$ cat config.mk
export PLATFORM = sky130hd
export DESIGN_NAME = dfcs_ctrl
export DESIGN_NICKNAME = d
export VERILOG_FILES = /design/src/rtl/dfcs_pkg.sv /design/src/rtl/dfcs_ctrl.sv
export SDC_FILE = /design/constraint.sdc
export NUM_CORES = 1
export LEC_CHECK = 0
export BUFFER_PORTS_ARGS = -buffer_cell sky130_fd_sc_hd__clkbuf_2
export CAP_MARGIN = 10
export CELL_PAD_IN_SITES_DETAIL_PLACEMENT = 0
export CELL_PAD_IN_SITES_GLOBAL_PLACEMENT = 2
export CORE_AREA = 2 2 39 41
export CTS_CLUSTER_SIZE = 16
export DETAILED_ROUTE_END_ITERATION = 10
export DIE_AREA = 0 0 41 43
export PLACE_DENSITY_LB_ADDON = 0.1
export SLEW_MARGIN = 15
export SYNTH_ARGS = -nofsm -noshare
export SYNTH_HDL_FRONTEND = slang
export SYNTH_SLANG_ARGS = --single-unit
$ cat constraint.sdc
create_clock -name clk -period 2.4 [get_ports clk]
set_input_delay 0.12 -clock clk [delete_from_list [all_inputs] [get_ports clk]]
set_output_delay 0.12 -clock clk [all_outputs]
set_load 0.01 [all_outputs]
$ cat src/rtl/dfcs_pkg.sv
`timescale 1ns / 1ps

package dfcs_pkg;

  localparam int BYTE_W      = 8;
  localparam int LEN_W       = 8;
  localparam int SEL_W       = 3;
  localparam int POS_W       = 7;
  localparam int OP_W        = 2;
  localparam int STATUS_W    = 3;
  localparam int CFG_INDEX_W = 2;

  localparam logic [BYTE_W-1:0] START_BYTE_RESET = 8'd60;
  localparam logic [BYTE_W-1:0] END_BYTE_RESET   = 8'd62;

  typedef enum logic [OP_W-1:0] {
    OP_RECEIVE = 2'd0,
    OP_READ    = 2'd1,
    OP_RELEASE = 2'd2
  } op_t;

  typedef enum logic [STATUS_W-1:0] {
    ST_OK       = 3'd0,
    ST_STORED   = 3'd1,
    ST_NO_SLOT  = 3'd2,
    ST_DISABLED = 3'd3,
    ST_OVERFLOW = 3'd4,
    ST_EMPTY    = 3'd5
  } status_t;

  typedef enum logic [CFG_INDEX_W-1:0] {
    CFG_START_BYTE = 2'd0,
    CFG_END_BYTE   = 2'd1,
    CFG_ENABLED    = 2'd2
  } cfg_index_t;

  typedef enum logic [1:0] {
    S_IDLE,
    S_EXEC,
    S_READ
  } state_t;

  typedef struct packed {
    logic [OP_W-1:0]   operation;
    logic [BYTE_W-1:0] rx_byte;
    logic [SEL_W-1:0]  slot_select;
    logic [POS_W-1:0]  position;
  } in_t;

  typedef struct packed {
    logic [STATUS_W-1:0] status;
    logic [SEL_W-1:0]    slot_out;
    logic [BYTE_W-1:0]   data;
    logic [LEN_W-1:0]    length;
  } out_t;

  typedef struct packed {
    logic load_item;
    logic start_read;
    logic commit;
    logic load_out;
  } ctrl_cmd_t;

  typedef struct packed {
    logic is_read;
  } dp_status_t;

endpackage

$ cat src/rtl/dfcs_ctrl.sv
`timescale 1ns / 1ps

module dfcs_ctrl import dfcs_pkg::*; (
  input  logic       clk,
  input  logic       rst,
  input  logic       item_valid,
  output logic       item_stall,
  output logic       result_valid,
  input  logic       result_stall,
  input  dp_status_t stat,
  output ctrl_cmd_t  cmd
);

  state_t state;
  state_t state_next;
  logic   result_valid_next;
  logic   out_free;

  assign out_free = !result_valid || !result_stall;

  always_ff @(posedge clk) begin
    if (rst) begin
      state        <= S_IDLE;
      result_valid <= 1'b0;
    end else begin
      state        <= state_next;
      result_valid <= result_valid_next;
    end
  end

  always_comb begin
    state_next = state;
    cmd        = '0;
    item_stall = 1'b1;
    unique case (state)
      S_IDLE: begin
        item_stall = 1'b0;
        if (item_valid) begin
          cmd.load_item = 1'b1;
          state_next    = S_EXEC;
        end
      end
      S_EXEC: begin
        if (stat.is_read) begin
          cmd.start_read = 1'b1;
          state_next     = S_READ;
        end else if (out_free) begin
          cmd.commit   = 1'b1;
          cmd.load_out = 1'b1;
          state_next   = S_IDLE;
        end
      end
      S_READ: begin
        if (out_free) begin
          cmd.load_out = 1'b1;
          state_next   = S_IDLE;
        end
      end
      default: begin
        state_next = S_IDLE;
      end
    endcase
    result_valid_next = cmd.load_out || (result_valid && result_stall);
  end

endmodule

==> flow_summary.ini, run 1 <==
[outcome]
run_status = finished clean

[power_and_ir_drop]
cell_internal_power_dissipation_w = 0.000131
pwr-share-clk_pct = 48.7
power.share.combinational_pct = 20.1
switching_share_pct = 25.2
static-leakage-power_nw = 0.167
p_per_area_nw_per_um2 = 498
power.share.sequential_pct = 31.3
peakVddDrop_v = 0.000210
power_switching_w = 0.0000441

[cts]
clock_path_buffers = 2
clock_tree_root = sky130_fd_sc_hd__clkbuf_4
cts_hold_repair.buffers = 0
clk-insertion-delay-late_ns = 0.23
clock_sinks = 3
cts_setup_buffers = 0
clock_tree.htree_level_count = 1
ctsResizeCount = 0
cts.clk_slew.worst_paths_ns = 0.04
tritoncts = yes
cts_inserted_buffers = 3

[global_route]
aggregate_global_route_resource_usage_pct = 7.92
grt_antenna_before_repair = 0
globalRouteOverflowTotal = 0
pin_count_of_the_biggest_net_entering_global_routing = 6
grt_first_pass_wirelength_um = 945
vias_in_the_first_global_route = 232

[timing]
total_negative_slack_ns = 0
timing_worst_slew_pin_value_ns = 0.218
slew_viol_final = 0
fmax_mhz = 662
timing.slew.headroom_pct = 85.4
layout_setup_ws_ns = 0.890
period_needed_ns = 1.51
worst_clock_skew_ns = 0.00316
final_min_period_over_clock_period_pct = 62.9
setup_viol = 0
setup_repair_after_global_routing_missed_its_margin = no
endpoints_failing_hold = 0

[route]
routed-via-count = 241
route.final.wire_length_um = 546
postRouteAntennaNets = 0
via_per_inst = 4.08
initial_drc_count = 2
drt_drc_violations_left = 0
wl_per_cell_um = 9.25
first_pass_iters = 4

[synth]
syn_inst = 29
synth_flop_cell = sky130_fd_sc_hd__dfxtp_1
ys_warn_count = 0
yosys-top-cells-count = sky130_fd_sc_hd__ha_1, sky130_fd_sc_hd__and2_1, sky130_fd_sc_hd__dfxtp_1, sky130_fd_sc_hd__inv_1
synth.distinct_cells = 18
ys_seq_area_share_pct = 23.5
syn_area_um2 = 255
synthesis.area_per_instance_um2 = 8.80
synth-seq-cells = 3
synth_async_sr_flop_share_pct = 0
post_synth_main_area_contributors = sky130_fd_sc_hd__dfxtp_1, sky130_fd_sc_hd__ha_1, sky130_fd_sc_hd__and2_1, sky130_fd_sc_hd__a21oi_2, sky130_fd_sc_hd__nor2b_4
synth_edf_count = 0
synth_top_area_share_pct = 23.5
postSynthNetCount = 38
synth_largest_area_cell = sky130_fd_sc_hd__dfxtp_1
synthMostInstantiatedCell = sky130_fd_sc_hd__ha_1

[worst_setup_path]
end_kind = primary output
criticalPathCategory = reg -> out
critPathSlowestCell = sky130_fd_sc_hd__dfxtp_1
cp_data_arrival_time_ns = 1.39
worstPathRequired_ns = 2.28
critical_path_cell_list = inv_1 > ha_1 > nor2b_4 > o21ai_2 > a21oi_1 > clkbuf_2
worst_setup_sp_type = flip-flop
crit_fanout = 4
slowest_delay_ns = 0.37

[finish]
layout-drive-gt1-share_pct = 39.5
relative_area_change_from_synthesis_to_final_layout_pct = 37.7
diodes = 0
final_core_utilization_pct = 25.4
layout.nets = 53
postLayoutCellArea_um2 = 352

[floorplan]
num_rows = 14
design.die.area_um2 = 1760
io_pins = 11
die_y_um = 43
core_region_area_um2 = 1380
start_util_pct = 18.4
width_of_the_die_um = 41

[job]
drv_cap = 0

[place]
globalplace.congestion = 0.693
place_ws_ns = 1.14
place.port_buffers = 10
standard_cell_area_after_detailed_placement_um2 = 325
hpwl_um = 471

[hold_path]
min_path_type = in -> reg
==> per-stage QoR <==
stage / power (W) / instances / hold WS [ns]
3_5_place_dp: 0.0000914 / 55 / 0.356
3_3_place_gp: 0.0000922 / 55 / 0.359
4_1_cts: 0.000180 / 59 / 0.112
5_1_grt: 0.000192 / 59 / 0.118
2_1_floorplan: 0.0000765 / 29 / 0.182
6_report: 0.000175 / 59 / 0.115
==> flip-flops by register name, summed over array words and instances, names as in the netlist <==
signal        flops
result_valid      1
state             2
==> worst max-delay path, delay by kind of cell, from the launching register on <==
kind                     cells  cell delay, ns
AND/OR/NAND/NOR              1            0.14
adder cells (fa/ha/maj)      1            0.22
buffers and inverters        2            0.23
AO/OA/AOI/OAI                2            0.21
flip-flops                   1            0.37
==> placed cells by master, fill, tap and decap left out <==
master                     count
sky130_fd_sc_hd__a21oi_1       1
sky130_fd_sc_hd__a21oi_2       2
sky130_fd_sc_hd__a32o_1        1
sky130_fd_sc_hd__and2_1        3
sky130_fd_sc_hd__and4b_1       1
sky130_fd_sc_hd__clkbuf_1      1
sky130_fd_sc_hd__clkbuf_2     10
sky130_fd_sc_hd__clkbuf_4      3
sky130_fd_sc_hd__dfxtp_1       3
sky130_fd_sc_hd__ha_1          4
sky130_fd_sc_hd__inv_1         3
sky130_fd_sc_hd__nand2_1       2
sky130_fd_sc_hd__nand2b_1      1
sky130_fd_sc_hd__nand4_1       1
sky130_fd_sc_hd__nor2_1        1
sky130_fd_sc_hd__nor2b_4       1
sky130_fd_sc_hd__o211ai_1      1
sky130_fd_sc_hd__o21ai_1       1
sky130_fd_sc_hd__o21ai_2       1
sky130_fd_sc_hd__o31ai_1       1
sky130_fd_sc_hd__or2_1         1
==> power groups by stage <==
stage | registers (W) | logic (W) | clock network (W)
CTS | 0.0000547 | 0.0000360 | 0.0000893
finish | 0.0000547 | 0.0000351 | 0.0000853
global route | 0.0000553 | 0.0000398 | 0.0000968
detailed placement | 0.0000555 | 0.0000359 | 0
global placement | 0.0000559 | 0.0000363 | 0
floorplan | 0.0000550 | 0.0000215 | 0
==> cell type report <==
type,instances,area [um^2]
sequential,3,60.1
clock buffer,4,26.3
multi-input combinational,23,184
inverter,3,11.3
timing repair buffer,10,50.0
fill,164,1030
tap,16,20.0
==> path summary, 6_finish.rpt <==
kind / start / end / slack [ns] / depth (start not counted)
setup / recovery: state[1] / cmd[0] / 0.89 / 6
setup reg to reg: state[0] / state[1] / 1.17 / 5
hold reg to reg: result_valid / result_valid / 0.54 / 2
hold / removal: rst / state[0] / 0.11 / 2
==> logic make-up after synthesis <==
family / synth area share [%]
DFF: 23.5
adders and majority gates: 19.6
AOI/OAI and AO/OA: 24.0
buffers and inverters: 4.41
and+or+nand+nor: 28.4
==> metal layers <==
layer	global-route usage [%]	vias up	wire (um)	share of wire, %
li1	-	130	-	-
met1	9.90	108	241	44
met2	11.3	3	288	53
met3	4.71	0	17	3.1
met4	2.00	0	0	0
met5	0	-	0	0
Power figures use the tool's default switching activity.
==> run 2: changes to the inputs <==
==> constraint.sdc (replaced) <==
create_clock -name clk -period 1.5 [get_ports clk]
set_input_delay 0.075 -clock clk [delete_from_list [all_inputs] [get_ports clk]]
set_output_delay 0.075 -clock clk [all_outputs]
set_load 0.01 [all_outputs]
==> run 2 against run 1 <==
Compared with the run above: power is 65% higher; final cell count unchanged; via count grew 5.0%; sequential cell count stayed put; utilization grew 1.1 points; sequential share of layout area barely moved.
==> flow_summary.ini, run 2 (same netlist as run 1, synthesis figures left out) <==
[outcome]
run_status = finished clean

[route]
first_pass_iters = 1
via_per_inst = 4.29
drt_drc_violations_left = 0
initial_drc_count = 0
wl_per_cell_um = 10.4
postRouteAntennaNets = 0
route.final.wire_length_um = 612
routed-via-count = 253

[global_route]
grt_antenna_before_repair = 0
vias_in_the_first_global_route = 267
aggregate_global_route_resource_usage_pct = 9.41
pin_count_of_the_biggest_net_entering_global_routing = 6
globalRouteOverflowTotal = 0
grt_first_pass_wirelength_um = 1080

[timing]
timing_worst_slew_pin_value_ns = 0.213
layout_setup_ws_ns = 0.136
slew_viol_final = 0
final_min_period_over_clock_period_pct = 90.9
setup_viol = 0
period_needed_ns = 1.36
total_negative_slack_ns = 0
endpoints_failing_hold = 0
fmax_mhz = 733
worst_clock_skew_ns = 0.00108
setup_repair_after_global_routing_missed_its_margin = no
timing.slew.headroom_pct = 85.7

[worst_setup_path]
logic_depth_of_the_worst_register_to_register_path = 5
r2r-end = state[1]
worst-r2r-setup-slack_ns = 0.31
worst_setup_sp_type = flip-flop
criticalPathCategory = reg -> out
crit_fanout = 4
reg2reg_from = state[0]
cp_data_arrival_time_ns = 1.29
end_kind = primary output
worstPathRequired_ns = 1.42

[finish]
layout-drive-gt1-share_pct = 48.8
relative_area_change_from_synthesis_to_final_layout_pct = 43.6
final_core_utilization_pct = 26.5
layout_commonest_cell = sky130_fd_sc_hd__clkbuf_2
diodes = 0
layout.nets = 53
regMostFlops = state
layout_common_cells = sky130_fd_sc_hd__clkbuf_2, sky130_fd_sc_hd__and2_1, sky130_fd_sc_hd__ha_1, sky130_fd_sc_hd__clkbuf_4
fillCellCount = 162
top_regs = state x2, result_valid x1
largest_register_ff_count = 2

[hold_path]
hold_depth = 2
min_path_type = in -> reg
min-delay-start = rst
min_delay_worst_endpoint = state[0]

[cts]
clock_tree.htree_level_count = 1
clock_tree_root = sky130_fd_sc_hd__clkbuf_4
cts_setup_buffers = 0
cts_inserted_buffers = 3
tritoncts = yes
cts.clk_slew.worst_paths_ns = 0.04
cts_hold_repair.buffers = 0
clk-insertion-delay-late_ns = 0.23
clock_sinks = 3
clock_path_buffers = 2

[place]
place.port_buffers = 10
globalplace.congestion = 0.746
hpwl_um = 495
place_ws_ns = 0.231

[floorplan]
io_pins = 11
num_rows = 14
die_y_um = 43
start_util_pct = 18.4
width_of_the_die_um = 41
core_region_area_um2 = 1380
design.die.area_um2 = 1760

[power_and_ir_drop]
static-leakage-power_nw = 0.170
totalPowerFinal_w = 0.000288
p_per_area_nw_per_um2 = 786
peakVddDrop_v = 0.000379

[job]
drv_cap = 0
[run 2: report_power, final]
part           total [W]  switching, W  leakage (nW)  internal (W)
Sequential     0.0000892    0.00000507        0.0253     0.0000841
Combinational  0.0000593     0.0000306         0.129     0.0000287
Clock           0.000140     0.0000400        0.0150     0.0000996
Total           0.000288     0.0000757         0.170      0.000212
[run 2: timing repair]
action,4_1_cts,5_1_grt
resized for setup,2,4
endpoints found under the setup margin,1,1
pin swaps,0,0
[run 2: metal layers]
metal / GRT usage (%) / wire, um / vias up
met5: 0 / 0 / -
met2: 12.5 / 337 / 3
met3: 3.66 / 17 / 0
met1: 10.5 / 258 / 118
li1: - / - / 132
met4: 9.33 / 0 / 0
[run 2: how the worst max path moves through the flow]
| stage | start | end | slack [ns] | cells after the start |
|---|---|---|---|---|
| after floorplan | state[0] | state[1] | 0.38 | 5 |
| after global placement | state[1] | cmd[0] | 0.21 | 6 |
| after detailed placement | state[1] | cmd[0] | 0.23 | 6 |
| after CTS | state[1] | cmd[0] | 0.03 | 6 |
| after global routing | state[1] | cmd[0] | 0.01 | 6 |
| final | state[1] | cmd[0] | 0.14 | 6 |
[run 2: cell type report]
class,instances,area [um^2],share of cell area (%)
Tap cell,16,20.0,5.46
Clock buffer,4,26.3,7.17
Multi-Input combinational cell,23,196,53.6
Inverter,3,11.3,3.07
Sequential cell,3,62.6,17.1
Timing Repair Buffer,10,50.0,13.7
[run 2: critical path: stages, from the launching register on]
cell,delay [ns]
sky130_fd_sc_hd__dfxtp_2,0.36
sky130_fd_sc_hd__inv_2,0.07
sky130_fd_sc_hd__ha_4,0.16
sky130_fd_sc_hd__nor2b_4,0.13
sky130_fd_sc_hd__o21ai_2,0.15
sky130_fd_sc_hd__a21oi_1,0.05
sky130_fd_sc_hd__buf_2,0.14
[run 2: per-stage QoR]
step           hold WS, ns  instances  cell area, um^2
2_1_floorplan        0.137         29              255
3_3_place_gp         0.324         55              325
3_5_place_dp         0.311         55              325
4_1_cts             0.0643         59              364
5_1_grt             0.0614         59              367
6_report            0.0661         59              367
==> run 3: changes to the inputs <==
==> constraint.sdc (replaced) <==
create_clock -name clk -period 1.3 [get_ports clk]
set_input_delay 0.065 -clock clk [delete_from_list [all_inputs] [get_ports clk]]
set_output_delay 0.065 -clock clk [all_outputs]
set_load 0.01 [all_outputs]
==> run 3 against run 2 <==
Compared with the run above: largest power group unchanged; largest cell class unchanged; register-to-register slack lost 0.21 ns; sequential cell count is the same; the run now ends with setup timing left; via count grew 13%; count of clock-buffer cells in the layout is the same; sequential power grew 13%; sequential share of layout area shrank 2.6 points.
==> flow_summary.ini, run 3 (same netlist as run 1, synthesis figures left out) <==
[floorplan]
die_y_um = 43
io_pins = 11
start_util_pct = 18.4
num_rows = 14
design.die.area_um2 = 1760
core_region_area_um2 = 1380
width_of_the_die_um = 41

[finish]
relative_area_change_from_synthesis_to_final_layout_pct = 76.0
regMostFlops = state
diodes = 0
layout.nets = 60
postLayoutCellArea_um2 = 449
layout-drive-gt1-share_pct = 62.0
largest_register_ff_count = 2
layout_common_cells = sky130_fd_sc_hd__clkbuf_2, sky130_fd_sc_hd__buf_4, sky130_fd_sc_hd__and2_1, sky130_fd_sc_hd__ha_4, sky130_fd_sc_hd__clkbuf_4
top_regs = state x2, result_valid x1
fillCellCount = 162
multi_input_area_um2 = 221
final_core_utilization_pct = 32.5
ff_latch_area_um2 = 65.1
layout_commonest_cell = sky130_fd_sc_hd__clkbuf_2

[global_route]
globalRouteOverflowTotal = 0
groute.layer.met2.usage_pct = 15.9
grt_antenna_before_repair = 0
pin_count_of_the_biggest_net_entering_global_routing = 6
most_crowded_layer_gr = met2
grt_first_pass_wirelength_um = 1170
aggregate_global_route_resource_usage_pct = 10.5
vias_in_the_first_global_route = 287
grt_use_met1_pct = 10.5
met3_usage_grt_pct = 4.71

[job]
drv_cap = 0

[cts]
clock_tree_root = sky130_fd_sc_hd__clkbuf_4
clk-insertion-delay-late_ns = 0.24
cts_inserted_buffers = 3
cts.clk_slew.worst_paths_ns = 0.04
clock_path_buffers = 2
clock_sinks = 3
clock_tree.htree_level_count = 1
cts_hold_repair.buffers = 0
tritoncts = yes

[power_and_ir_drop]
switching_share_pct = 28.8
pwr-share-clk_pct = 47.0
peakVddDrop_v = 0.000378
p_per_area_nw_per_um2 = 818
power.share.sequential_pct = 27.6
cell_internal_power_dissipation_w = 0.000261
power.share.combinational_pct = 25.4
static-leakage-power_nw = 0.207
power_switching_w = 0.000106
totalPowerFinal_w = 0.000367

[timing]
worst_hold_slack_ns = 0.0429
slew_viol_final = 0
layout_setup_ws_ns = -0.00623
timing_worst_slew_pin_value_ns = 0.224
worst_clock_skew_ns = 0.00647
setup_viol = 1
setup_repair_after_global_routing_missed_its_margin = yes
endpoints_failing_hold = 0
fmax_mhz = 766
timing.slew.headroom_pct = 85.0
final_min_period_over_clock_period_pct = 100
period_needed_ns = 1.31

[route]
routed-via-count = 285
wl_per_cell_um = 11.2
via_per_inst = 4.32
first_pass_iters = 3
route.final.wire_length_um = 739
postRouteAntennaNets = 0
drt_drc_violations_left = 0
initial_drc_count = 2

[worst_setup_path]
worst_setup_sp_type = flip-flop
crit_fanout = 3
cp_data_arrival_time_ns = 1.24
criticalPathCategory = reg -> out
worstPathRequired_ns = 1.24
end_kind = primary output

[outcome]
failed_checks = setup timing
run_status = finished with violations

[hold_path]
min_path_type = in -> reg

[place]
place.port_buffers = 10
standard_cell_area_after_detailed_placement_um2 = 333
globalplace.congestion = 0.677
place_ws_ns = 0.0898
hpwl_um = 515
## run 3: cell types whose count changed in the layout (fill, tap and decap cells not counted), sizes merged
| cell | previous run | this run |
|---|---|---|
| clkbuf | 13 | 12 |
| buf | 1 | 9 |
## run 3: cell type report
class | instances | share of cell area [%]
clock buffers | 4 | 5.85
inverters | 3 | 3.06
multi-input cells | 23 | 49.3
flip-flops and latches | 3 | 14.5
well taps | 16 | 4.46
repair buffers | 17 | 22.8
## run 3: path summary, 6_finish.rpt
check                     from      endpoint  slack [ns]  cells after the start
setup / recovery      state[0]        cmd[0]      -0.006                      5
hold / removal             rst      state[0]        0.04                      2
setup reg to reg      state[0]      state[0]        0.10                      5
hold reg to reg   result_valid  result_valid        0.52                      2
## run 3: critical path, cell delays in order (launching register included)
cell                      delay [ns]
sky130_fd_sc_hd__dfxtp_4        0.36
sky130_fd_sc_hd__inv_2          0.06
sky130_fd_sc_hd__ha_4           0.27
sky130_fd_sc_hd__o21ai_2        0.05
sky130_fd_sc_hd__a21oi_1        0.11
sky130_fd_sc_hd__buf_2          0.14
## run 3: timing repair
action,CTS,global route
cloned,0,0
buffers inserted,5,1
gates resized for setup,6,7
endpoints found under the setup margin,2,2
pin swaps,2,4
## run 3: layer usage
layer	part of all wire (%)	wire length, um
met1	36	269
met3	3.9	29
met4	2.2	16
met2	57	424
met5	0	0
## run 3: power groups by stage
stage / combinational [W] / sequential (W) / clock (W)
after floorplan: 0.0000397 / 0.000102 / 0
after global placement: 0.0000679 / 0.000103 / 0
after detailed placement: 0.0000677 / 0.000102 / 0
after CTS: 0.0000852 / 0.000100 / 0.000175
after global routing: 0.000105 / 0.000102 / 0.000189
final: 0.0000934 / 0.000101 / 0.000173
## run 3: per-stage QoR
| stage | cells | setup TNS [ns] |
|---|---|---|
| after floorplan | 29 | 0 |
| after global placement | 56 | 0 |
| after detailed placement | 56 | 0 |
| after CTS | 65 | -0.0377 |
| after global routing | 66 | -0.0888 |
| final | 66 | -0.00623 |
